--- config.mk ---
export PLATFORM = sky130hd
export DESIGN_NAME = crt_congruence_merger
export DESIGN_NICKNAME = d
export VERILOG_FILES = /design/src/design/crt_pkg.sv /design/src/design/crt_div.sv /design/src/design/crt_mul.sv /design/src/design/crt_dp.sv /design/src/design/crt_ctrl.sv /design/src/design/crt_congruence_merger.sv
export VERILOG_INCLUDE_DIRS = /design/src /design/src/design
export SDC_FILE = /design/constraint.sdc
export NUM_CORES = 2
export LEC_CHECK = 0
export BUFFER_PORTS_ARGS = -buffer_cell sky130_fd_sc_hd__buf_4
export CAP_MARGIN = 0
export CORE_ASPECT_RATIO = 1.75
export CORE_MARGIN = 5
export CORE_UTILIZATION = 40
export DETAILED_ROUTE_END_ITERATION = 8
export PLACE_DENSITY = 0.64
export SETUP_SLACK_MARGIN = 0.3
export SYNTH_ARGS = -nofsm -noshare
export SYNTH_HDL_FRONTEND = slang
export SYNTH_HIERARCHICAL = 1
export SYNTH_SLANG_ARGS = --single-unit
export TNS_END_PERCENT = 20
--- constraint.sdc ---
create_clock -name clk -period 13.4 [get_ports clk]
set_input_delay 0.67 -clock clk [delete_from_list [all_inputs] [get_ports clk]]
set_output_delay 0.67 -clock clk [all_outputs]
set_load 0.01 [all_outputs]
--- src/design/crt_congruence_merger_defines.svh ---
// Assertion macros for the congruence merger RTL.
`ifndef CRT_CONGRUENCE_MERGER_DEFINES_SVH
`define CRT_CONGRUENCE_MERGER_DEFINES_SVH

// Same-cycle implication, disabled during reset.
`define CRT_ASSERT_IMP(lbl, ante, cons) \
    lbl: assert property (@(posedge clk) disable iff (!rst_n) (ante) |-> (cons)) \
        else $error("crt assertion failed");

// Next-cycle implication, disabled during reset.
`define CRT_ASSERT_NXT(lbl, ante, cons) \
    lbl: assert property (@(posedge clk) disable iff (!rst_n) (ante) |=> (cons)) \
        else $error("crt assertion failed");

`endif

--- src/design/crt_pkg.sv ---
// Shared constants, step codes and control structs for the congruence merger.
`default_nettype none
package crt_pkg;
    localparam int VB = 63;
    localparam int CW = $clog2(VB + 1);
    localparam int DATA_W = ((2 * VB + 7) / 8) * 8;

    localparam logic [1:0] STAT_OK    = 2'd0;
    localparam logic [1:0] STAT_NOSOL = 2'd1;
    localparam logic [1:0] STAT_OVF   = 2'd2;

    // datapath steps
    localparam logic [3:0] ST_C  = 4'd0;
    localparam logic [3:0] ST_G  = 4'd1;
    localparam logic [3:0] ST_CG = 4'd2;
    localparam logic [3:0] ST_AG = 4'd3;
    localparam logic [3:0] ST_M  = 4'd4;
    localparam logic [3:0] ST_OV = 4'd5;
    localparam logic [3:0] ST_DF = 4'd6;
    localparam logic [3:0] ST_Q  = 4'd7;
    localparam logic [3:0] ST_U  = 4'd8;
    localparam logic [3:0] ST_U2 = 4'd9;
    localparam logic [3:0] ST_E  = 4'd10;
    localparam logic [3:0] ST_QM = 4'd11;
    localparam logic [3:0] ST_P  = 4'd12;
    localparam logic [3:0] ST_T  = 4'd13;
    localparam logic [3:0] ST_B  = 4'd14;
    localparam logic [3:0] ST_BM = 4'd15;

    typedef struct packed {
        logic       load;
        logic       start;
        logic       write;
        logic       out;
        logic [3:0] step;
    } crt_cmd_t;

    typedef struct packed {
        logic div_busy;
        logic mul_busy;
        logic y_zero;
        logic st_ok;
        logic m_one;
        logic out_full;
    } crt_stat_t;
endpackage
`default_nettype wire

--- src/design/crt_div.sv ---
// Restoring divider, one quotient bit per cycle.
`default_nettype none
module crt_div
    import crt_pkg::*;
(
    input  wire logic          clk,
    input  wire logic          rst_n,
    input  wire logic          start,
    input  wire logic [VB-1:0] num,
    input  wire logic [VB-1:0] den,
    output logic               busy,
    output logic [VB-1:0]      quot,
    output logic [VB-1:0]      rem
);
    logic          busy_reg;
    logic [CW-1:0] cnt_reg;
    logic [VB-1:0] n_reg;
    logic [VB-1:0] r_reg;
    logic [VB-1:0] dv_reg;
    logic [VB:0]   rr;
    logic          ge;
    logic [VB:0]   rd;

    assign rr = {r_reg, n_reg[VB-1]};
    assign ge = rr >= {1'b0, dv_reg};
    assign rd = rr - {1'b0, dv_reg};

    always_ff @(posedge clk or negedge rst_n)
    begin
        if (!rst_n)
        begin
            busy_reg <= 1'b0;
            cnt_reg  <= '0;
        end
        else if (start)
        begin
            busy_reg <= 1'b1;
            cnt_reg  <= CW'(VB);
        end
        else if (busy_reg)
        begin
            cnt_reg <= cnt_reg - 1'b1;
            if (cnt_reg == CW'(1))
                busy_reg <= 1'b0;
        end
    end

    always_ff @(posedge clk)
    begin
        if (start)
        begin
            n_reg  <= num;
            r_reg  <= '0;
            dv_reg <= den;
        end
        else if (busy_reg)
        begin
            n_reg <= {n_reg[VB-2:0], ge};
            r_reg <= ge ? rd[VB-1:0] : rr[VB-1:0];
        end
    end

    assign busy = busy_reg;
    assign quot = n_reg;
    assign rem  = r_reg;
endmodule
`default_nettype wire

--- src/design/crt_mul.sv ---
// Shift-and-add multiplier, plain or reduced modulo md, one bit per cycle.
`default_nettype none
module crt_mul
    import crt_pkg::*;
(
    input  wire logic          clk,
    input  wire logic          rst_n,
    input  wire logic          start,
    input  wire logic          modular,
    input  wire logic [VB-1:0] a,
    input  wire logic [VB-1:0] b,
    input  wire logic [VB-1:0] md,
    output logic               busy,
    output logic [VB-1:0]      prod
);
    logic          busy_reg;
    logic          mode_reg;
    logic [VB-1:0] acc_reg;
    logic [VB-1:0] ma_reg;
    logic [VB-1:0] mb_reg;
    logic [VB-1:0] md_reg;
    logic [VB-1:0] acc_next;
    logic [VB-1:0] ma_next;

    function automatic logic [VB-1:0] add_mod(input logic [VB-1:0] x,
                                             input logic [VB-1:0] y,
                                             input logic [VB-1:0] m);
        logic [VB:0] s;
        s = {1'b0, x} + {1'b0, y};
        if (s >= {1'b0, m})
            s = s - {1'b0, m};
        return s[VB-1:0];
    endfunction

    always_comb
    begin
        if (mode_reg)
        begin
            acc_next = add_mod(acc_reg, ma_reg, md_reg);
            ma_next  = add_mod(ma_reg, ma_reg, md_reg);
        end
        else
        begin
            acc_next = acc_reg + ma_reg;
            ma_next  = {ma_reg[VB-2:0], 1'b0};
        end
    end

    always_ff @(posedge clk or negedge rst_n)
    begin
        if (!rst_n)
            busy_reg <= 1'b0;
        else if (start)
            busy_reg <= 1'b1;
        else if (busy_reg && mb_reg == '0)
            busy_reg <= 1'b0;
    end

    always_ff @(posedge clk)
    begin
        if (start)
        begin
            mode_reg <= modular;
            acc_reg  <= '0;
            ma_reg   <= a;
            mb_reg   <= b;
            md_reg   <= md;
        end
        else if (busy_reg && mb_reg != '0)
        begin
            if (mb_reg[0])
                acc_reg <= acc_next;
            ma_reg <= ma_next;
            mb_reg <= {1'b0, mb_reg[VB-1:1]};
        end
    end

    assign busy = busy_reg;
    assign prod = acc_reg;
endmodule
`default_nettype wire

--- src/design/crt_dp.sv ---
// Datapath: running state, work registers, divider, multiplier, output register.
`default_nettype none
`include "crt_congruence_merger_defines.svh"
module crt_dp
    import crt_pkg::*;
(
    input  wire logic          clk,
    input  wire logic          rst_n,
    input  wire crt_cmd_t      cmd,
    output crt_stat_t          stat,
    input  wire logic          in_first,
    input  wire logic [VB-1:0] in_modulus,
    input  wire logic [VB-1:0] in_residue,
    input  wire logic          out_ready,
    output logic               out_valid,
    output logic [VB-1:0]      out_solution,
    output logic [VB-1:0]      out_modulus,
    output logic [1:0]         out_status
);
    logic [VB-1:0] a_reg, b_reg, c_reg, d_reg, g_reg, m_reg;
    logic [VB-1:0] x_reg, y_reg, s0_reg, s1_reg, tmp_reg, qv_reg, res_reg;
    logic [1:0]    st_reg;
    logic          ov_reg;
    logic [VB-1:0] sol_reg, cm_reg;
    logic [1:0]    ost_reg;

    logic [VB-1:0] dn, dd, quot, rem, ma, mb, prod, diff;
    logic          is_mul, modular, div_busy, mul_busy;

    assign diff = (c_reg >= a_reg) ? c_reg - a_reg : a_reg - c_reg;
    assign is_mul = (cmd.step == ST_P) || (cmd.step == ST_T) ||
                    (cmd.step == ST_B) || (cmd.step == ST_BM);

    always_comb
    begin
        dn = x_reg;
        dd = y_reg;
        case (cmd.step)
            ST_C:  begin dn = res_reg; dd = d_reg; end
            ST_CG: begin dn = c_reg;   dd = g_reg; end
            ST_AG: begin dn = a_reg;   dd = g_reg; end
            ST_M:  begin dn = d_reg;   dd = g_reg; end
            ST_OV: begin dn = '1;      dd = m_reg; end
            ST_DF: begin dn = diff;    dd = g_reg; end
            ST_Q:  begin dn = tmp_reg; dd = m_reg; end
            ST_U:  begin dn = b_reg;   dd = g_reg; end
            ST_U2: begin dn = tmp_reg; dd = m_reg; end
            ST_QM: begin dn = tmp_reg; dd = m_reg; end
            default: begin dn = x_reg; dd = y_reg; end
        endcase
    end

    always_comb
    begin
        ma = b_reg;
        mb = m_reg;
        modular = 1'b0;
        case (cmd.step)
            ST_P:  begin ma = tmp_reg; mb = s1_reg;  modular = 1'b1; end
            ST_T:  begin ma = qv_reg;  mb = s0_reg;  modular = 1'b1; end
            ST_B:  begin ma = b_reg;   mb = tmp_reg; modular = 1'b0; end
            default: begin ma = b_reg; mb = m_reg;   modular = 1'b0; end
        endcase
    end

    crt_div u_div (
        .clk  (clk),
        .rst_n(rst_n),
        .start(cmd.start && !is_mul),
        .num  (dn),
        .den  (dd),
        .busy (div_busy),
        .quot (quot),
        .rem  (rem)
    );

    crt_mul u_mul (
        .clk    (clk),
        .rst_n  (rst_n),
        .start  (cmd.start && is_mul),
        .modular(modular),
        .a      (ma),
        .b      (mb),
        .md     (m_reg),
        .busy   (mul_busy),
        .prod   (prod)
    );

    // running state and sticky status
    always_ff @(posedge clk or negedge rst_n)
    begin
        if (!rst_n)
        begin
            a_reg  <= '0;
            b_reg  <= VB'(1);
            st_reg <= STAT_OK;
        end
        else if (cmd.load)
        begin
            if (in_first)
            begin
                a_reg  <= '0;
                b_reg  <= VB'(1);
                st_reg <= STAT_OK;
            end
        end
        else if (cmd.write)
        begin
            case (cmd.step)
                ST_AG: if (rem != tmp_reg) st_reg <= STAT_NOSOL;
                ST_OV: if (b_reg > quot) st_reg <= STAT_OVF;
                ST_B:  a_reg <= a_reg + prod;
                ST_BM: b_reg <= prod;
                default: st_reg <= st_reg;
            endcase
        end
    end

    // work registers
    always_ff @(posedge clk)
    begin
        if (cmd.load)
        begin
            d_reg   <= (in_modulus == '0) ? VB'(1) : in_modulus;
            res_reg <= in_residue;
        end
        else if (cmd.write)
        begin
            case (cmd.step)
                ST_C:
                begin
                    c_reg <= rem;
                    x_reg <= b_reg;
                    y_reg <= d_reg;
                end
                ST_G:
                begin
                    x_reg <= y_reg;
                    g_reg <= y_reg;
                    y_reg <= rem;
                end
                ST_CG: tmp_reg <= rem;
                ST_M:  m_reg <= quot;
                ST_DF: tmp_reg <= quot;
                ST_Q:  qv_reg <= (c_reg < a_reg && rem != '0) ? m_reg - rem : rem;
                ST_U:  tmp_reg <= quot;
                ST_U2:
                begin
                    x_reg  <= m_reg;
                    y_reg  <= rem;
                    s0_reg <= '0;
                    s1_reg <= VB'(1);
                end
                ST_E:
                begin
                    x_reg   <= y_reg;
                    y_reg   <= rem;
                    tmp_reg <= quot;
                end
                ST_QM: tmp_reg <= rem;
                ST_P:
                begin
                    s0_reg <= s1_reg;
                    s1_reg <= (s0_reg >= prod) ? s0_reg - prod : s0_reg + (m_reg - prod);
                end
                ST_T:  tmp_reg <= prod;
                default: tmp_reg <= tmp_reg;
            endcase
        end
    end

    // output register
    always_ff @(posedge clk or negedge rst_n)
    begin
        if (!rst_n)
            ov_reg <= 1'b0;
        else if (cmd.out)
            ov_reg <= 1'b1;
        else if (out_ready)
            ov_reg <= 1'b0;
    end

    always_ff @(posedge clk)
    begin
        if (cmd.out)
        begin
            sol_reg <= (st_reg == STAT_OK) ? a_reg : '0;
            cm_reg  <= (st_reg == STAT_OK) ? b_reg : VB'(1);
            ost_reg <= st_reg;
        end
    end

    assign stat.div_busy = div_busy;
    assign stat.mul_busy = mul_busy;
    assign stat.y_zero   = (y_reg == '0);
    assign stat.st_ok    = (st_reg == STAT_OK);
    assign stat.m_one    = (m_reg == VB'(1));
    assign stat.out_full = ov_reg && !out_ready;

    assign out_valid    = ov_reg;
    assign out_solution = sol_reg;
    assign out_modulus  = cm_reg;
    assign out_status   = ost_reg;

    `CRT_ASSERT_IMP(a_start_idle, cmd.start, !div_busy && !mul_busy)
    `CRT_ASSERT_IMP(a_one_unit, mul_busy, !div_busy)
    `CRT_ASSERT_IMP(a_out_free, cmd.out, !(ov_reg && !out_ready))
    `CRT_ASSERT_NXT(a_sticky, st_reg != STAT_OK && !cmd.load, st_reg == $past(st_reg))
endmodule
`default_nettype wire

--- src/design/crt_ctrl.sv ---
// Controller: sequences the merge steps over the shared divider and multiplier.
`default_nettype none
module crt_ctrl
    import crt_pkg::*;
(
    input  wire logic      clk,
    input  wire logic      rst_n,
    input  wire logic      in_valid,
    output logic           in_ready,
    input  wire crt_stat_t stat,
    output crt_cmd_t       cmd
);
    localparam logic [1:0] S_IDLE = 2'd0;
    localparam logic [1:0] S_GO   = 2'd1;
    localparam logic [1:0] S_WAIT = 2'd2;
    localparam logic [1:0] S_OUT  = 2'd3;

    logic [1:0] state_reg, state_next;
    logic [3:0] step_reg, step_next;
    logic [3:0] succ;

    always_comb
    begin
        case (step_reg)
            ST_C:    succ = ST_G;
            ST_G:    succ = ST_G;
            ST_CG:   succ = ST_AG;
            ST_AG:   succ = ST_M;
            ST_M:    succ = ST_OV;
            ST_OV:   succ = ST_DF;
            ST_DF:   succ = ST_Q;
            ST_Q:    succ = ST_U;
            ST_U:    succ = ST_U2;
            ST_U2:   succ = ST_E;
            ST_E:    succ = ST_QM;
            ST_QM:   succ = ST_P;
            ST_P:    succ = ST_E;
            ST_T:    succ = ST_B;
            ST_B:    succ = ST_BM;
            default: succ = ST_BM;
        endcase
    end

    always_comb
    begin
        state_next = state_reg;
        step_next  = step_reg;
        cmd        = '0;
        cmd.step   = step_reg;
        case (state_reg)
            S_IDLE:
            begin
                if (in_valid)
                begin
                    cmd.load   = 1'b1;
                    step_next  = ST_C;
                    state_next = S_GO;
                end
            end
            S_GO:
            begin
                if ((step_reg == ST_M && !stat.st_ok) ||
                    (step_reg == ST_DF && (!stat.st_ok || stat.m_one)))
                    state_next = S_OUT;
                else if (step_reg == ST_G && stat.y_zero)
                    step_next = ST_CG;
                else if (step_reg == ST_E && stat.y_zero)
                    step_next = ST_T;
                else if (step_reg == ST_C && !stat.st_ok)
                    state_next = S_OUT;
                else
                begin
                    cmd.start  = 1'b1;
                    state_next = S_WAIT;
                end
            end
            S_WAIT:
            begin
                if (!stat.div_busy && !stat.mul_busy)
                begin
                    cmd.write  = 1'b1;
                    step_next  = succ;
                    state_next = (step_reg == ST_BM) ? S_OUT : S_GO;
                end
            end
            S_OUT:
            begin
                if (!stat.out_full)
                begin
                    cmd.out    = 1'b1;
                    state_next = S_IDLE;
                end
            end
            default: state_next = S_IDLE;
        endcase
    end

    always_ff @(posedge clk or negedge rst_n)
    begin
        if (!rst_n)
        begin
            state_reg <= S_IDLE;
            step_reg  <= ST_C;
        end
        else
        begin
            state_reg <= state_next;
            step_reg  <= step_next;
        end
    end

    assign in_ready = (state_reg == S_IDLE);
endmodule
`default_nettype wire

--- src/design/crt_congruence_merger.sv ---
// Top level: generalized CRT merger of streamed congruences.
// Usage:
//   Input words on s_*: tuser carries the restart flag, tdata carries modulus
//   and residue. A set restart flag starts over at 0 mod 1 with status ok.
//   One output word on m_* per input word: running solution, lcm of the
//   moduli, and status in tuser (0 ok, 1 no solution, 2 overflow; sticky
//   until a restart, with solution 0 and modulus 1 shown while not ok).
//   One word is processed at a time: s_tready is high only while idle.
//   Each divide or multiply step is a start, the shift steps of the divider or
//   multiplier, and a write-back; the gcd loop and the extended Euclid loop (one
//   divide, one reduce and one modular multiply per iteration) each run up
//   to about 90 iterations, so a word finishes soonest when the status is
//   already sticky and takes longest for large coprime moduli.
//   The result sits in an output register; while it is not taken the next
//   word may be accepted and computed, and waits before its own result
//   is written until m_tready drains the previous one.
//   Reset empties the output register and sets the state to 0 mod 1, ok.
`default_nettype none
module crt_congruence_merger
    import crt_pkg::*;
(
    input  wire logic              clk,
    input  wire logic              rst_n,
    input  wire logic              s_tvalid,
    output logic                   s_tready,
    input  wire logic [DATA_W-1:0] s_tdata,   // modulus, residue, zero pad
    input  wire logic              s_tuser,   // first
    output logic                   m_tvalid,
    input  wire logic              m_tready,
    output logic [DATA_W-1:0]      m_tdata,   // solution, combined_modulus, zero pad
    output logic [1:0]             m_tuser    // status
);
    crt_cmd_t      cmd;
    crt_stat_t     stat;
    logic [VB-1:0] sol, cm;

    crt_ctrl u_ctrl (
        .clk     (clk),
        .rst_n   (rst_n),
        .in_valid(s_tvalid),
        .in_ready(s_tready),
        .stat    (stat),
        .cmd     (cmd)
    );

    crt_dp u_dp (
        .clk         (clk),
        .rst_n       (rst_n),
        .cmd         (cmd),
        .stat        (stat),
        .in_first    (s_tuser),
        .in_modulus  (s_tdata[VB-1:0]),
        .in_residue  (s_tdata[2*VB-1:VB]),
        .out_ready   (m_tready),
        .out_valid   (m_tvalid),
        .out_solution(sol),
        .out_modulus (cm),
        .out_status  (m_tuser)
    );

    assign m_tdata = {{(DATA_W - 2 * VB){1'b0}}, cm, sol};
endmodule
`default_nettype wire

==> flow_metrics.env <==
export IMPL_timing_hold_ws_ps=52.4
export IMPL_netlist_area_um2=104000
export IMPL_maxSlewViolCount=1
export IMPL_core_area_um2=259000
export IMPL_dieArea_um2=270000
export IMPL_cts_buffers=158
export IMPL_io_pins=265
export IMPL_fp_dieH_um=684
export IMPL_r2r_end="u_dp/u_mul/prod[11]"
export IMPL_synthArstFlopShare_pct=10.2
export IMPL_synthDistinctLibCells=126
export IMPL_clkLatencyLatePin_ps=870
export IMPL_final_common_cell="edfxtp_1"
export IMPL_fp_row_count=247
export IMPL_setup_worst_path_start="u_dp/u_mul/prod[4]"
export IMPL_io_buffers=260
export IMPL_fmax_ghz=0.117
export IMPL_grt_pass1_wl_um=728000
export IMPL_r2r_setup_slack_ps=4820
export IMPL_cap_viol_max_count=1
export IMPL_ir_worst_vdd_uv=94.9
export IMPL_r2r_start="u_dp/u_mul/prod[4]"
export IMPL_fin_worst_skew_ps=78.8
export IMPL_clkTransAtPathRegs_ps=60
export IMPL_worstPathMaxFanout=34
export IMPL_area_delta_synth_final_pct=11.5
export IMPL_antenna_found_initial=55
export IMPL_root_buffer="clkbuf_16"
export IMPL_tns_ps=0
export IMPL_cts_buffer_depth=4
export IMPL_final_cell_mix="edfxtp_1, a21oi_1, nand2_1, inv_1, nor2_1"
export IMPL_hold_path_class="primary input to flip-flop"
export IMPL_clock_sinks=1406
export IMPL_p_int_w=0.00724
export IMPL_syn_instance_count=11300
export IMPL_nFillCells=25300
export IMPL_synth_area_per_cell_um2=9.18
export IMPL_tightestPinTransition_ps=1500
export IMPL_grt_usage_pct=38.0
export IMPL_cp_start_kind="flip-flop"
export IMPL_synth_seq_area_share_pct=38.8
export IMPL_drc=1
export IMPL_crit_type="flip-flop to flip-flop"
export IMPL_r2r_worst_path_cells=20
export IMPL_cts_tree="done"
export IMPL_vias=95900
export IMPL_drive_gt1_share_pct=9.34
export IMPL_end_kind="flip-flop"
export IMPL_postRouteAntennaNets=0
export IMPL_drtIter0Drc=11500
export IMPL_power_w=0.00928
export IMPL_fp_dieW_um=395
export IMPL_setup_ws_ps=4820
export IMPL_synth_warnings=6
export IMPL_whs_path_depth=1
export IMPL_swShare_pct=21.9
export IMPL_gp_congestion=1.04
export IMPL_synth_seq_cells=1406
export IMPL_grt_overflow=0
export IMPL_hold_viol_final=0
export IMPL_wl_per_cell_um=36.1
export IMPL_synth_edf_count=1137
export IMPL_dpl_worst_slack_ps=5040
export IMPL_cellPowerDensity_nw_per_um2=80.1
export IMPL_comb_power_share_pct=0.9
export IMPL_drt_pass1_iterations=9
export IMPL_violations="DRC, capacitance limit, slew limit"
export IMPL_min_from="s_tdata[121]"
export IMPL_p_seq_share_pct=50.3
export IMPL_leakagePower_nw=48.9
export IMPL_ctsResizeCount=0
export IMPL_grt_pass1_vias=93400
export IMPL_status="finished with violations"
export IMPL_crit_required_ps=14060
export IMPL_grt_max_degree=127
export IMPL_power_switching_w=0.00204
export IMPL_synthFlopType="edfxtp_1"
export IMPL_finalCritPeriodShare_pct=64.0
export IMPL_cp_arrival_ps=9240
export IMPL_hold_path_end="u_dp/res_reg[58]"
export IMPL_initial_core_util_pct=40.1
export IMPL_rsz0062_at_grt="no"
export IMPL_routed_via_density=6.45
export IMPL_finalSetupViolCount=0
export IMPL_pwr_share_clk_pct=48.9
export IMPL_finalCriticalPeriod_ps=8580
export IMPL_max_slew_margin_rel_pct=-0.880
export IMPL_nNetsFinal=12300
export IMPL_cts_htree_levels=4
export IMPL_finalWirelength_um=537000
export IMPL_place_hpwl_um=437000
==> routing by layer <==
metal  vias to the layer above  share of wire, %  wire (µm)  global-route usage (%)
met5                         -             0.017         92                   0.107
met4                        16               8.9      47600                    26.5
met3                      1084               8.2      43900                    5.87
met2                      5266                45     244000                    61.6
met1                     47600                38     202000                    46.4
li1                      42000                 -          -                       -
==> how the worst max path moves through the flow <==
stage,slack [ps],endpoint
after floorplan,3650,u_dp/g_reg[0]
after global placement,5000,u_dp/u_mul/prod[12]
after detailed placement,5040,u_dp/u_mul/prod[12]
after CTS,5040,u_dp/u_mul/prod[10]
after global routing,4590,u_dp/u_mul/prod[10]
final,4820,u_dp/u_mul/prod[11]
==> what timing repair did <==
action	4_1_cts	5_1_grt
endpoints found under the hold margin	167	0
setup buffers	0	0
endpoints found under the setup margin	0	0
hold buffers	108	0
==> per-stage QoR <==
| step | instance area (µm²) | util (%) | instances |
|---|---|---|---|
| 6_report | 116000 | 44.8 | 14900 |
| 5_1_grt | 116000 | 44.7 | 14900 |
| 4_1_cts | 116000 | 44.7 | 14900 |
| 3_5_place_dp | 110000 | 42.3 | 14500 |
| 3_3_place_gp | 110000 | 42.3 | 14500 |
| 2_1_floorplan | 104000 | - | 11300 |
==> cells in the mapped netlist, types with 139 or more instances <==
cell      count  area, µm²
clkbuf_1    597       2240
o21ai_0     597       2990
nand2_1     889       3340
nor3_1      314       1570
mux2_2      143       1610
o21bai_1    139       1040
edfxtp_1   1137      34100
xnor2_1     297       2600
a211oi_1    152       1140
nand3_1     162        811
dfrtp_1     142       3550
xor2_1      248       2170
inv_1       875       3280
a21o_1      387       2910
ha_1        704       8810
mux2i_1     185       1850
a22o_1      140       1230
nand4_1     227       1420
a21oi_1     984       4920
and2_1      164       1030
nor2_1      766       2880
==> cells by family (layout without fill, tap and decap cells) <==
| logic type | after synthesis | count (layout) | synth area share [%] |
|---|---|---|---|
| flip-flops | 1406 | 1406 | 38.8 |
| multiplexers | 337 | 337 | 3.43 |
| AO/OA/AOI/OAI | 3639 | 3639 | 23.6 |
| XOR/XNOR | 545 | 545 | 4.60 |
| other | 1 | 26 | 0.00361 |
| adder cells (fa/ha/maj) | 775 | 775 | 9.85 |
| AND/OR/NAND/NOR | 3016 | 3016 | 13.8 |
| buffers and inverters | 1592 | 1770 | 5.97 |
==> power groups by stage <==
stage	Combinational (W)	Sequential [W]	Clock (W)
final	0.0000813	0.00466	0.00453
after global routing	0.0000862	0.00466	0.00474
after CTS	0.0000815	0.00466	0.00461
after detailed placement	0.0000557	0.00476	0
after global placement	0.0000549	0.00476	0
after floorplan	0.00000710	0.00476	0
==> area by class of cell <==
type                    instances  area [µm²]  area share [%]
flip-flops and latches       1406       40300            34.8
diodes                         24        60.1          0.0519
clock buffers                 197        4210            3.64
clock inverters                79         871           0.752
inverters                     875        3280            2.84
well taps                    3361        4210            3.63
repair buffers                619        5020            4.34
multi-input cells            8314       57800            50.0
==> worst max-delay path, stage by stage, from the launching register on <==
cell,delay [ps]
dfxtp_1,690
ha_1,370
o21ai_0,540
nand4bb_1,360
nand2_1,130
a31oi_1,560
o21bai_1,130
a21oi_1,210
xnor2_1,150
ha_1,470
nand4_1,160
nor4_1,930
o21ai_1,450
a211oi_1,910
o31ai_2,450
a211oi_1,570
nor3_1,170
nor2_4,100
buf_4,500
mux2i_1,320
a211oi_1,110
No activity file was read; power rests on OpenSTA's default activity.
